==> src/design/tagrp_pkg.sv <==
// Shared types, constants and header tables for the tagged record parser.
package tagrp_pkg;

    localparam int STORE_DEPTH          = 9;
    localparam int STORE_AW             = $clog2(STORE_DEPTH);
    localparam int CNT_W                = $clog2(STORE_DEPTH + 1);
    localparam int NAME_CAPACITY_DEF    = 9;
    localparam int SEX_CAPACITY_DEF     = 7;

    localparam logic [7:0] CH_CR    = 8'h0D;
    localparam logic [7:0] CH_LF    = 8'h0A;
    localparam logic [7:0] CH_ZERO  = 8'h30;
    localparam logic [7:0] CH_NINE  = 8'h39;
    localparam logic [7:0] CH_COLON = 8'h3A;
    localparam logic [7:0] CH_A     = 8'h41;
    localparam logic [7:0] CH_E     = 8'h45;
    localparam logic [7:0] CH_G     = 8'h47;
    localparam logic [7:0] CH_M     = 8'h4D;
    localparam logic [7:0] CH_N     = 8'h4E;
    localparam logic [7:0] CH_S     = 8'h53;
    localparam logic [7:0] CH_X     = 8'h58;

    typedef enum logic [1:0] {
        KIND_NAME = 2'd0,
        KIND_AGE  = 2'd1,
        KIND_SEX  = 2'd2
    } t_kind;

    typedef enum logic [2:0] {
        ST_WAIT,
        ST_HEADER,
        ST_TEXT,
        ST_EOL,
        ST_EMIT
    } t_state;

    typedef struct packed {
        logic                we;
        logic [STORE_AW-1:0] waddr;
        logic [7:0]          wdata;
        logic                re;
        logic [STORE_AW-1:0] raddr;
    } t_mem_req;

    function automatic logic [7:0] hdr_char(t_kind kind, logic [2:0] pos);
        logic [7:0] ch;
        ch = 8'h00;
        case (kind)
            KIND_NAME: begin
                case (pos)
                    3'd0:    ch = CH_N;
                    3'd1:    ch = CH_A;
                    3'd2:    ch = CH_M;
                    3'd3:    ch = CH_E;
                    3'd4:    ch = CH_COLON;
                    default: ch = 8'h00;
                endcase
            end
            KIND_AGE: begin
                case (pos)
                    3'd0:    ch = CH_A;
                    3'd1:    ch = CH_G;
                    3'd2:    ch = CH_E;
                    3'd3:    ch = CH_COLON;
                    default: ch = 8'h00;
                endcase
            end
            KIND_SEX: begin
                case (pos)
                    3'd0:    ch = CH_S;
                    3'd1:    ch = CH_E;
                    3'd2:    ch = CH_X;
                    3'd3:    ch = CH_COLON;
                    default: ch = 8'h00;
                endcase
            end
            default: ch = 8'h00;
        endcase
        return ch;
    endfunction

    function automatic logic [2:0] hdr_len(t_kind kind);
        logic [2:0] len;
        case (kind)
            KIND_NAME: len = 3'd5;
            KIND_AGE:  len = 3'd4;
            KIND_SEX:  len = 3'd4;
            default:   len = 3'd0;
        endcase
        return len;
    endfunction

endpackage

==> src/design/tagrp_text_mem.sv <==
// Text store: one write port and one registered read port.
module tagrp_text_mem (
    input  logic                i_clk,
    input  tagrp_pkg::t_mem_req i_req,
    output logic [7:0]          o_rdata
);
    import tagrp_pkg::*;

    logic [7:0] r_mem [STORE_DEPTH];

    always_ff @(posedge i_clk) begin
        if (i_req.we) begin
            r_mem[i_req.waddr] <= i_req.wdata;
        end
        if (i_req.re) begin
            o_rdata <= r_mem[i_req.raddr];
        end
    end

endmodule

==> src/design/tagged_record_serial_parser_unit.sv <==
// Usage: the input channel takes one received byte per item (i_in_valid/o_in_ready).
// Bytes are parsed as "NAME:", "AGE:" or "SEX:" headers followed by text up to a
// carriage return; the record is emitted when the following line feed arrives.
// Every byte outside record emission is taken when offered and updates the parse
// state; name and sex text bytes, up to the capacity, go into the text store memory.
// On the closing line feed the block enters emission and holds o_in_ready low.
// A record with n stored bytes is read out of the store one entry per cycle while
// the receiver takes results, each entry passing the memory read register; an age
// record or an empty record gives a single result.
// Each result sits in an output register (o_out_valid/i_out_ready); when the
// receiver stalls, the read sequencer waits with the next entry held in the
// memory read register, and input stays blocked until the last result is
// loaded. The line feed itself is accepted regardless of the output side.
// Reset (i_rst_n low, synchronous) returns the parser to waiting for a header
// and empties the output register; the text store is not cleared, since only
// entries written in the current record are ever read.
module tagged_record_serial_parser_unit #(
    parameter int NAME_CAPACITY = tagrp_pkg::NAME_CAPACITY_DEF,
    parameter int SEX_CAPACITY  = tagrp_pkg::SEX_CAPACITY_DEF
) (
    input  logic       i_clk,
    input  logic       i_rst_n,
    input  logic       i_in_valid,
    output logic       o_in_ready,
    input  logic [7:0] i_rx_byte,
    output logic       o_out_valid,
    input  logic       i_out_ready,
    output logic [1:0] o_record_kind,
    output logic       o_has_char,
    output logic [3:0] o_char_pos,
    output logic [7:0] o_char_value,
    output logic [3:0] o_text_length,
    output logic [7:0] o_age_value,
    output logic       o_last
);
    import tagrp_pkg::*;

    localparam int NAME_CAP_INT = (NAME_CAPACITY > STORE_DEPTH) ? STORE_DEPTH : NAME_CAPACITY;
    localparam int SEX_CAP_INT  = (SEX_CAPACITY > STORE_DEPTH) ? STORE_DEPTH : SEX_CAPACITY;
    localparam logic [CNT_W-1:0] NAME_CAP = CNT_W'(NAME_CAP_INT);
    localparam logic [CNT_W-1:0] SEX_CAP  = CNT_W'(SEX_CAP_INT);

    t_state              r_state, n_state;
    t_kind               r_kind, n_kind;
    logic [2:0]          r_hdr_pos, n_hdr_pos;
    logic [CNT_W-1:0]    r_write_pos, n_write_pos;
    logic [7:0]          r_age, n_age;
    logic [CNT_W-1:0]    r_issue_idx, n_issue_idx;
    logic [STORE_AW-1:0] r_data_pos, n_data_pos;
    logic                r_rd_pend, n_rd_pend;

    logic                r_out_valid, n_out_valid;
    logic [1:0]          r_out_kind, n_out_kind;
    logic                r_out_has, n_out_has;
    logic [3:0]          r_out_pos, n_out_pos;
    logic [7:0]          r_out_char, n_out_char;
    logic [3:0]          r_out_len, n_out_len;
    logic [7:0]          r_out_age, n_out_age;
    logic                r_out_last, n_out_last;

    t_mem_req            mem_req;
    logic [7:0]          mem_rdata;

    logic                in_take;
    logic                hdr_match;
    logic                hdr_done;
    logic                is_start;
    logic                is_digit;
    logic [CNT_W-1:0]    cap;
    logic                single;
    logic                slot_free;
    logic                load;
    logic                issue;
    logic                data_last;
    logic [7:0]          age_next;

    tagrp_text_mem u_mem (
        .i_clk   (i_clk),
        .i_req   (mem_req),
        .o_rdata (mem_rdata)
    );

    assign o_in_ready = (r_state != ST_EMIT);
    assign in_take    = i_in_valid && o_in_ready;

    assign is_start  = (i_rx_byte == CH_N) || (i_rx_byte == CH_A) || (i_rx_byte == CH_S);
    assign hdr_match = (r_hdr_pos < hdr_len(r_kind)) && (i_rx_byte == hdr_char(r_kind, r_hdr_pos));
    assign hdr_done  = (3'(r_hdr_pos + 3'd1) >= hdr_len(r_kind));
    assign is_digit  = (i_rx_byte >= CH_ZERO) && (i_rx_byte <= CH_NINE);
    assign cap       = (r_kind == KIND_NAME) ? NAME_CAP : SEX_CAP;
    // age * 10 + digit, wrapping at 8 bits.
    assign age_next  = {r_age[4:0], 3'b000} + {r_age[6:0], 1'b0} + (i_rx_byte - CH_ZERO);

    assign single    = (r_kind == KIND_AGE) || (r_write_pos == '0);
    assign slot_free = !r_out_valid || i_out_ready;
    assign data_last = (CNT_W'(r_data_pos) + CNT_W'(1)) == r_write_pos;
    assign load      = (r_state == ST_EMIT) && slot_free && (single || r_rd_pend);
    assign issue     = (r_state == ST_EMIT) && !single && (r_issue_idx < r_write_pos)
                       && (!r_rd_pend || load);

    // Next state.
    always_comb begin
        n_state = r_state;
        case (r_state)
            ST_WAIT: begin
                if (in_take && is_start) begin
                    n_state = ST_HEADER;
                end
            end
            ST_HEADER: begin
                if (in_take) begin
                    if (!hdr_match) begin
                        n_state = ST_WAIT;
                    end else if (hdr_done) begin
                        n_state = ST_TEXT;
                    end
                end
            end
            ST_TEXT: begin
                if (in_take && (i_rx_byte == CH_CR)) begin
                    n_state = ST_EOL;
                end
            end
            ST_EOL: begin
                if (in_take && (i_rx_byte == CH_LF)) begin
                    n_state = ST_EMIT;
                end
            end
            ST_EMIT: begin
                if (load && (single || data_last)) begin
                    n_state = ST_WAIT;
                end
            end
            default: n_state = ST_WAIT;
        endcase
    end

    // Datapath and output register updates.
    always_comb begin
        n_kind        = r_kind;
        n_hdr_pos     = r_hdr_pos;
        n_write_pos   = r_write_pos;
        n_age         = r_age;
        n_issue_idx   = r_issue_idx;
        n_data_pos    = r_data_pos;
        n_rd_pend     = r_rd_pend;
        mem_req.we    = 1'b0;
        mem_req.waddr = r_write_pos[STORE_AW-1:0];
        mem_req.wdata = i_rx_byte;
        mem_req.re    = issue;
        mem_req.raddr = r_issue_idx[STORE_AW-1:0];

        n_out_valid = r_out_valid && !i_out_ready;
        n_out_kind  = r_out_kind;
        n_out_has   = r_out_has;
        n_out_pos   = r_out_pos;
        n_out_char  = r_out_char;
        n_out_len   = r_out_len;
        n_out_age   = r_out_age;
        n_out_last  = r_out_last;

        case (r_state)
            ST_WAIT: begin
                if (in_take && is_start) begin
                    n_hdr_pos = 3'd1;
                    if (i_rx_byte == CH_N) begin
                        n_kind = KIND_NAME;
                    end else if (i_rx_byte == CH_A) begin
                        n_kind = KIND_AGE;
                    end else begin
                        n_kind = KIND_SEX;
                    end
                end
            end
            ST_HEADER: begin
                if (in_take && hdr_match) begin
                    n_hdr_pos = 3'(r_hdr_pos + 3'd1);
                    if (hdr_done) begin
                        n_write_pos = '0;
                        if (r_kind == KIND_AGE) begin
                            n_age = 8'h00;
                        end
                    end
                end
            end
            ST_TEXT: begin
                if (in_take && (i_rx_byte != CH_CR)) begin
                    if (r_kind == KIND_AGE) begin
                        if (is_digit) begin
                            n_age = age_next;
                        end
                    end else if (r_write_pos < cap) begin
                        mem_req.we  = 1'b1;
                        n_write_pos = CNT_W'(r_write_pos + CNT_W'(1));
                    end
                end
            end
            ST_EOL: begin
                if (in_take && (i_rx_byte == CH_LF)) begin
                    n_issue_idx = '0;
                    n_rd_pend   = 1'b0;
                end
            end
            ST_EMIT: begin
                if (issue) begin
                    n_issue_idx = CNT_W'(r_issue_idx + CNT_W'(1));
                    n_data_pos  = r_issue_idx[STORE_AW-1:0];
                    n_rd_pend   = 1'b1;
                end else if (load) begin
                    n_rd_pend   = 1'b0;
                end
                if (load) begin
                    n_out_valid = 1'b1;
                    n_out_kind  = r_kind;
                    if (single) begin
                        n_out_has  = 1'b0;
                        n_out_pos  = 4'd0;
                        n_out_char = 8'h00;
                        n_out_len  = 4'd0;
                        n_out_age  = (r_kind == KIND_AGE) ? r_age : 8'h00;
                        n_out_last = 1'b1;
                    end else begin
                        n_out_has  = 1'b1;
                        n_out_pos  = 4'(r_data_pos);
                        n_out_char = mem_rdata;
                        n_out_len  = 4'(r_write_pos);
                        n_out_age  = 8'h00;
                        n_out_last = data_last;
                    end
                end
            end
            default: begin
            end
        endcase
    end

    always_ff @(posedge i_clk) begin
        if (!i_rst_n) begin
            r_state     <= ST_WAIT;
            r_kind      <= KIND_NAME;
            r_hdr_pos   <= 3'd0;
            r_write_pos <= '0;
            r_age       <= 8'h00;
            r_issue_idx <= '0;
            r_rd_pend   <= 1'b0;
            r_out_valid <= 1'b0;
        end else begin
            r_state     <= n_state;
            r_kind      <= n_kind;
            r_hdr_pos   <= n_hdr_pos;
            r_write_pos <= n_write_pos;
            r_age       <= n_age;
            r_issue_idx <= n_issue_idx;
            r_rd_pend   <= n_rd_pend;
            r_out_valid <= n_out_valid;
        end
    end

    always_ff @(posedge i_clk) begin
        r_data_pos <= n_data_pos;
        r_out_kind <= n_out_kind;
        r_out_has  <= n_out_has;
        r_out_pos  <= n_out_pos;
        r_out_char <= n_out_char;
        r_out_len  <= n_out_len;
        r_out_age  <= n_out_age;
        r_out_last <= n_out_last;
    end

    assign o_out_valid   = r_out_valid;
    assign o_record_kind = r_out_kind;
    assign o_has_char    = r_out_has;
    assign o_char_pos    = r_out_pos;
    assign o_char_value  = r_out_char;
    assign o_text_length = r_out_len;
    assign o_age_value   = r_out_age;
    assign o_last        = r_out_last;

endmodule

==> config.mk <==
export PLATFORM = sky130hd
export DESIGN_NAME = tagged_record_serial_parser_unit
export DESIGN_NICKNAME = d
export VERILOG_FILES = /design/src/design/tagrp_pkg.sv /design/src/design/tagrp_text_mem.sv /design/src/design/tagged_record_serial_parser_unit.sv
export SDC_FILE = /design/constraint.sdc
export NUM_CORES = 1
export LEC_CHECK = 0
export ABC_AREA = 1
export BUFFER_PORTS_ARGS = -buffer_cell sky130_fd_sc_hd__buf_2
export CAP_MARGIN = 10
export CORE_MARGIN = 3
export CORE_UTILIZATION = 50
export DETAILED_ROUTE_END_ITERATION = 10
export PLACE_DENSITY = 0.68
export SLEW_MARGIN = 20
export SYNTH_ARGS = -nofsm -noshare
export SYNTH_HDL_FRONTEND = slang
export SYNTH_HIERARCHICAL = 1
export SYNTH_SLANG_ARGS = --single-unit
==> constraint.sdc <==
create_clock -name i_clk -period 3.7 [get_ports i_clk]
set_clock_uncertainty 0.05 [all_clocks]
set_input_delay 0.185 -clock i_clk [delete_from_list [all_inputs] [get_ports i_clk]]
set_output_delay 0.185 -clock i_clk [all_outputs]
set_load 0.01 [all_outputs]
# After elaboration in Yosys (flattened, before gate mapping)
# Memory sizes are Yosys's and may differ from the RTL's. A register that Yosys moved wholly into a read port is not among the register bits.
# Cells that the tools add are included.
# word_totals
reg_bits	58
latchBits	0
ram_bits	72
rom_bits	0
inputBits	12
output_inout_bits	30
n_memories	1
# classes
add_sub_neg	7
mul	0
div_mod_pow	0
magnitude_cmp	6
n_eq_ne	35
shift	0
muxes	47
bitwise_logic	0
n_reduce_logical	44
# mem_list
memory	depth	width	rd	rd_ports_with_merged_regs	wr	line_no	source
u_mem.r_mem	9	8	1	1	1	tagrp_text_mem.sv:9	logic [7:0] r_mem [STORE_DEPTH];
# op_table
operator	count
7-bit case mux with 4 select lines	2
8-bit two-way mux	6
7-bit case mux with 5 select lines	1
4-bit two-way mux	8
2-bit != test, second input constant	13
8-bit by 7-bit equality test with 1-bit output, second input constant	3
3-bit two-way mux	8
8-bit case mux with 3 select lines	1
8-bit adder	2
8-bit by 4-bit equality test with 1-bit output, second input constant	2
4-bit case mux with 2 select lines	2
8-bit case mux with 2 select lines	1
1-bit logical AND	15
3-bit case mux with 5 select lines	1
4-bit by 1-bit adder with 4-bit output, second input constant	3
3-bit by 2-bit equality test with 1-bit output, second input constant	4
1-bit two-way mux	12
3-bit case mux with 2 select lines	2
6-bit AND reduction	2
3-bit != test, second input constant	3
3-bit AND reduction	3
8-bit equality test	1
8-bit by 6-bit >= comparator with 1-bit output, second input constant	1
8-bit by 6-bit <= comparator with 1-bit output, second input constant	1
other kinds (23)	42

# Logic depth before layout (Yosys ltp)
# logic_depth
ltp_word	9
mapped_depth	18
depth_no_buf	18

# Modules after synthesis
# Netlist, hierarchy kept.
# by_module_without_submodules
module	n_inst	cells_per_inst	area_per_inst_um2	seq_area_each_um2
tagged_record_serial_parser_unit	1	465	3747.3	1481.4
tagrp_text_mem	1	308	3382.0	2402.3

# Worst setup path before layout
# Ideal clock, no wire load.
# synth_timing
path_kind	reg-to-reg
start	register r_kind[1]
end	memory u_mem.r_mem[0][0], enable pin
setup_ps	370
arrival_time_ps	2192
setup_slack_ps	1088
path_stages_with_launch	9
n_path_buf	0
cell_sequence	dfxtp_1 > nor2_4 > inv_1 > ha_1 > a21oi_1 > o211ai_1 > nor3_1 > nand3_1 > nor2_1
# synth_rtl
element	line_no	source
from (decl)	tagged_record_serial_parser_unit.sv:44	t_kind r_kind, n_kind;
from (signal assigned)	tagged_record_serial_parser_unit.sv:249	r_kind <= n_kind;
to (decl)	tagrp_text_mem.sv:9	

==> out/summary.log <==
INFO  floorplanning  floorplan.initialDensity=0.512
INFO  synth          synth.lib_cells_used.distinct=42
INFO  worst_setup_path maximum_net_fanout_on_the_critical_path=12
INFO  detailed_routing detailed_router_s_first_iteration_violation_count=435
INFO  power_and_ir_drop swShare=0.261
INFO  synth          synth.top_cell.area_share=0.472
INFO  detailed_routing via_count=5325
INFO  synth          synth_simple_gate_area_frac=0.236
INFO  power_and_ir_drop power.ir.vdd_worst=0.288mV
INFO  synth          flops_latches_synth=138
INFO  clock_network  ctsHoldBuffers=0
INFO  detailed_routing routed_wl=15800um
INFO  floorplanning  floorplan.io_pins=42
INFO  worst_setup_path cp.required=3.70ns
INFO  synth          main_combinational_cell_family_by_area_after_synthesis=simple AND/OR/NAND/NOR gates
INFO  layout         layout.cells.most_common_list=sky130_fd_sc_hd__nand2_1, sky130_fd_sc_hd__inv_1, sky130_fd_sc_hd__edfxtp_1
INFO  layout         multiInputGateArea=0.00262mm^2
INFO  clock_network  clock_pin_slew_on_the_worst_setup_and_hold_paths=0.06ns
INFO  power_and_ir_drop power_report.internal_total=2.85mW
INFO  power_and_ir_drop power_frac_comb=0.123
INFO  synth          post-synth-top-area-cell=sky130_fd_sc_hd__edfxtp_1
INFO  detailed_routing drc=0
INFO  sta            hold-worst-slack=0.0157ns
INFO  sta            tns=0ns
INFO  place          port-buffer-count=41
INFO  layout         drive_gt1_frac=0.131
INFO  sta            min_period=2.91ns
INFO  layout         fillCellCount=1201
INFO  synth          synth_adder_area_share=0.0684
INFO  clock_network  clk-insertion-delay-late=0.42ns
INFO  power_and_ir_drop seq_power_share=0.451
INFO  floorplanning  rows=43
INFO  floorplanning  die_x=125um
INFO  detailed_routing detail_route.vias_per_cell=5.25
INFO  worst_setup_path max_stage_delay=0.62ns
INFO  synth          yosys-mux-area-fraction=0
INFO  floorplanning  core=0.0139mm^2
INFO  synth          yosys-top-cells-area=sky130_fd_sc_hd__edfxtp_1, sky130_fd_sc_hd__nand2_1, sky130_fd_sc_hd__dfxtp_1
INFO  sta            maxSlewHeadroom=0.501
INFO  worst_setup_path setup.worst_path.start_class=flop
INFO  global_routing grt_start_max_net_pins=38
INFO  synth          syn_nets=821
INFO  place          place_hpwl=11100um
INFO  global_routing gr_ovfl_total=0
INFO  clock_network  cts_tree=done
INFO  floorplanning  die-area=0.0157mm^2
INFO  worst_setup_path crit_arrival=2.91ns
INFO  clock_network  cts.repair_timing.setup_buffer_count=0
INFO  synth          post_synth_inst_count=773
INFO  sta            fmax=0.344GHz
INFO  sta            transition_at_the_pin_with_the_smallest_max_transition_slack=0.746ns
INFO  power_and_ir_drop total_switching_power=1.01mW
INFO  clock_network  cts.repair.resized=0
INFO  detailed_routing wl_per_cell=15.6um
INFO  synth          yosysSeqAreaShare=0.545
INFO  layout         syn2layout_area_growth=12.9%
INFO  layout         antenna-diode-count=0
INFO  clock_network  cts-buffers-inserted=17
INFO  synth          yosysWarnings=6
INFO  sta            rsz0062_at_grt=no
INFO  sta            report.final.hold_viol_count=0
INFO  global_routing antenna_found_initial=0
INFO  clock_network  number_of_clock_sinks_seen_by_cts=138
INFO  worst_setup_path crit_path_end_kind=flop
INFO  power_and_ir_drop leakage_power=3.44nW
INFO  power_and_ir_drop p_per_area=479mW/mm^2
INFO  global_routing grt_first_pass_wirelength=26000um
INFO  sta            setup_viol=0
INFO  global_routing first_global_vias=5254
INFO  worst_setup_path setup.worst_path.class=reg2reg
INFO  synth          synth-xor-area-share=0.0160
INFO  power_and_ir_drop p_clk_frac=0.426
INFO  clock_network  ctsRootBufferMaster=sky130_fd_sc_hd__clkbuf_16
INFO  synth          syn-mean-instance-area=9.22um^2
INFO  worst_setup_path slowest_cell_on_the_critical_path=sky130_fd_sc_hd__nor2_1
INFO  floorplanning  die_h=125um
INFO  synth          compound_cell_area_share_of_the_yosys_netlist=0.0476
INFO  global_routing grt.total_usage=0.210
INFO  worst_setup_path critical-path-top-delay-family=simple AND/OR/NAND/NOR gates
INFO  synth          netlist_area_before_placement=0.00713mm^2
INFO  layout         design.final.nets=870
INFO  clock_network  ctsHtreeMaxLevel=4
INFO  sta            timing.final.crit_share=0.785
INFO  layout         layout_commonest_cell=sky130_fd_sc_hd__nand2_1
INFO  detailed_routing detail_route.first_pass.iterations=5
INFO  worst_setup_path critical_path_buf_inv_count=2
INFO  status         outcome=finished clean
INFO  place          finalWeightedCongestion=0.898
INFO  layout         layout.area.seq=0.00388mm^2
INFO  detailed_routing detail-route-antenna-nets=0
INFO  worst_setup_path path_cells=nor2_4, inv_1, ha_1, a21oi_1, o211ai_1, nor3_1, buf_4, nand3_1, nor2_1
INFO  clock_network  clock_path_buffers=2
INFO  job            max-cap-violations=0
INFO  worst_hold_path min-delay-path-class=in2reg
INFO  sta            drv_slew=0
-- cell usage after synthesis --
cell / count
sky130_fd_sc_hd__inv_1: 122
sky130_fd_sc_hd__o31ai_1: 1
sky130_fd_sc_hd__o211ai_1: 4
sky130_fd_sc_hd__a31oi_1: 3
sky130_fd_sc_hd__and2_1: 1
sky130_fd_sc_hd__buf_2: 2
sky130_fd_sc_hd__a31oi_4: 1
sky130_fd_sc_hd__nor2_4: 5
sky130_fd_sc_hd__a21boi_0: 2
sky130_fd_sc_hd__ha_1: 31
sky130_fd_sc_hd__buf_6: 6
sky130_fd_sc_hd__nand3_1: 77
sky130_fd_sc_hd__o21ai_0: 12
sky130_fd_sc_hd__nor2_2: 4
sky130_fd_sc_hd__o21ai_1: 1
sky130_fd_sc_hd__buf_4: 4
sky130_fd_sc_hd__nor3_4: 2
sky130_fd_sc_hd__nor3_2: 1
sky130_fd_sc_hd__nand3b_1: 1
sky130_fd_sc_hd__a21oi_2: 2
sky130_fd_sc_hd__dfxtp_1: 26
sky130_fd_sc_hd__clkbuf_1: 3
sky130_fd_sc_hd__xor2_1: 6
sky130_fd_sc_hd__nand3_2: 4
sky130_fd_sc_hd__inv_4: 3
sky130_fd_sc_hd__a22oi_1: 2
sky130_fd_sc_hd__nor3_1: 6
sky130_fd_sc_hd__a21oi_1: 16
sky130_fd_sc_hd__or2_2: 2
sky130_fd_sc_hd__xnor2_1: 7
sky130_fd_sc_hd__nand2_1: 200
sky130_fd_sc_hd__o41ai_1: 1
sky130_fd_sc_hd__o21ai_2: 2
sky130_fd_sc_hd__edfxtp_1: 112
sky130_fd_sc_hd__inv_2: 7
sky130_fd_sc_hd__fa_1: 5
sky130_fd_sc_hd__o21a_1: 1
sky130_fd_sc_hd__a211oi_1: 1
sky130_fd_sc_hd__nor2_1: 82
sky130_fd_sc_hd__a21boi_4: 1
sky130_fd_sc_hd__nand4_1: 3
sky130_fd_sc_hd__a21o_2: 1
-- logic make-up after synthesis --
| kind of cell | after synthesis |
|---|---|
| XOR/XNOR | 13 |
| buffers and inverters | 147 |
| flip-flops | 138 |
| adder cells (fa/ha/maj) | 36 |
| AND/OR/NAND/NOR | 388 |
| AO/OA/AOI/OAI | 51 |
-- layout make-up --
cell class / count / share of cell area
multi-input cells: 488 / 0.326
well taps: 180 / 0.0280
clock inverters: 13 / 0.0177
inverters: 132 / 0.0625
flip-flops and latches: 138 / 0.483
clock buffers: 19 / 0.0538
repair buffers: 45 / 0.0292
-- sequential cells by signal (all words and copies together), names as in the netlist, 8 cells and up --
signal	flops
o_char_value	8
o_age_value	8
u_mem/r_mem	72
u_mem/o_rdata	8
r_age	8
-- final timing paths --
check / depth (start not counted) / startpoint / slack [ns] / to
hold reg to reg: 2 / r_rd_pend / 0.45 / r_rd_pend
hold / removal: 4 / i_out_ready / 0.02 / o_out_valid
setup / recovery: 9 / r_kind[1] / 0.79 / u_mem/r_mem[1][5]
setup reg to reg: 9 / r_kind[1] / 0.79 / u_mem/r_mem[1][5]
-- worst register-to-register path: stages, from the launching register on --
cell                       delay, ns
sky130_fd_sc_hd__dfxtp_1        0.40
sky130_fd_sc_hd__nor2_4         0.29
sky130_fd_sc_hd__inv_1          0.09
sky130_fd_sc_hd__ha_1           0.29
sky130_fd_sc_hd__a21oi_1        0.14
sky130_fd_sc_hd__o211ai_1       0.11
sky130_fd_sc_hd__nor3_1         0.15
sky130_fd_sc_hd__buf_4          0.17
sky130_fd_sc_hd__nand3_1        0.21
sky130_fd_sc_hd__nor2_1         0.62
-- routing by layer --
layer  GRT usage  wire length [um]  up-vias
met5           0                 0        -
met4      0.0886               373        0
met3      0.0453               787       31
met2       0.361              7850      168
met1       0.257              6840     2521
li1            -                 -     2605
-- per-stage QoR --
step	utilization	cell area, um^2	std cells	power (mW)	setup WS [ns]
floorplan	-	7130	773	2.11	1.09
global placement	0.536	7470	983	2.23	0.969
detailed placement	0.536	7470	983	2.24	0.876
CTS	0.577	8050	1015	3.87	0.849
global route	0.577	8050	1015	4.03	0.549
finish	0.577	8050	1015	3.86	0.794
-- power groups by stage --
stage	Clock (mW)	Combinational [mW]	Sequential (mW)
final	1.64	0.475	1.74
after global routing	1.75	0.537	1.74
after CTS	1.66	0.472	1.74
after detailed placement	0	0.468	1.77
after global placement	0	0.456	1.77
after floorplan	0	0.342	1.77
Note: power is estimated with default switching activity, not from simulation.
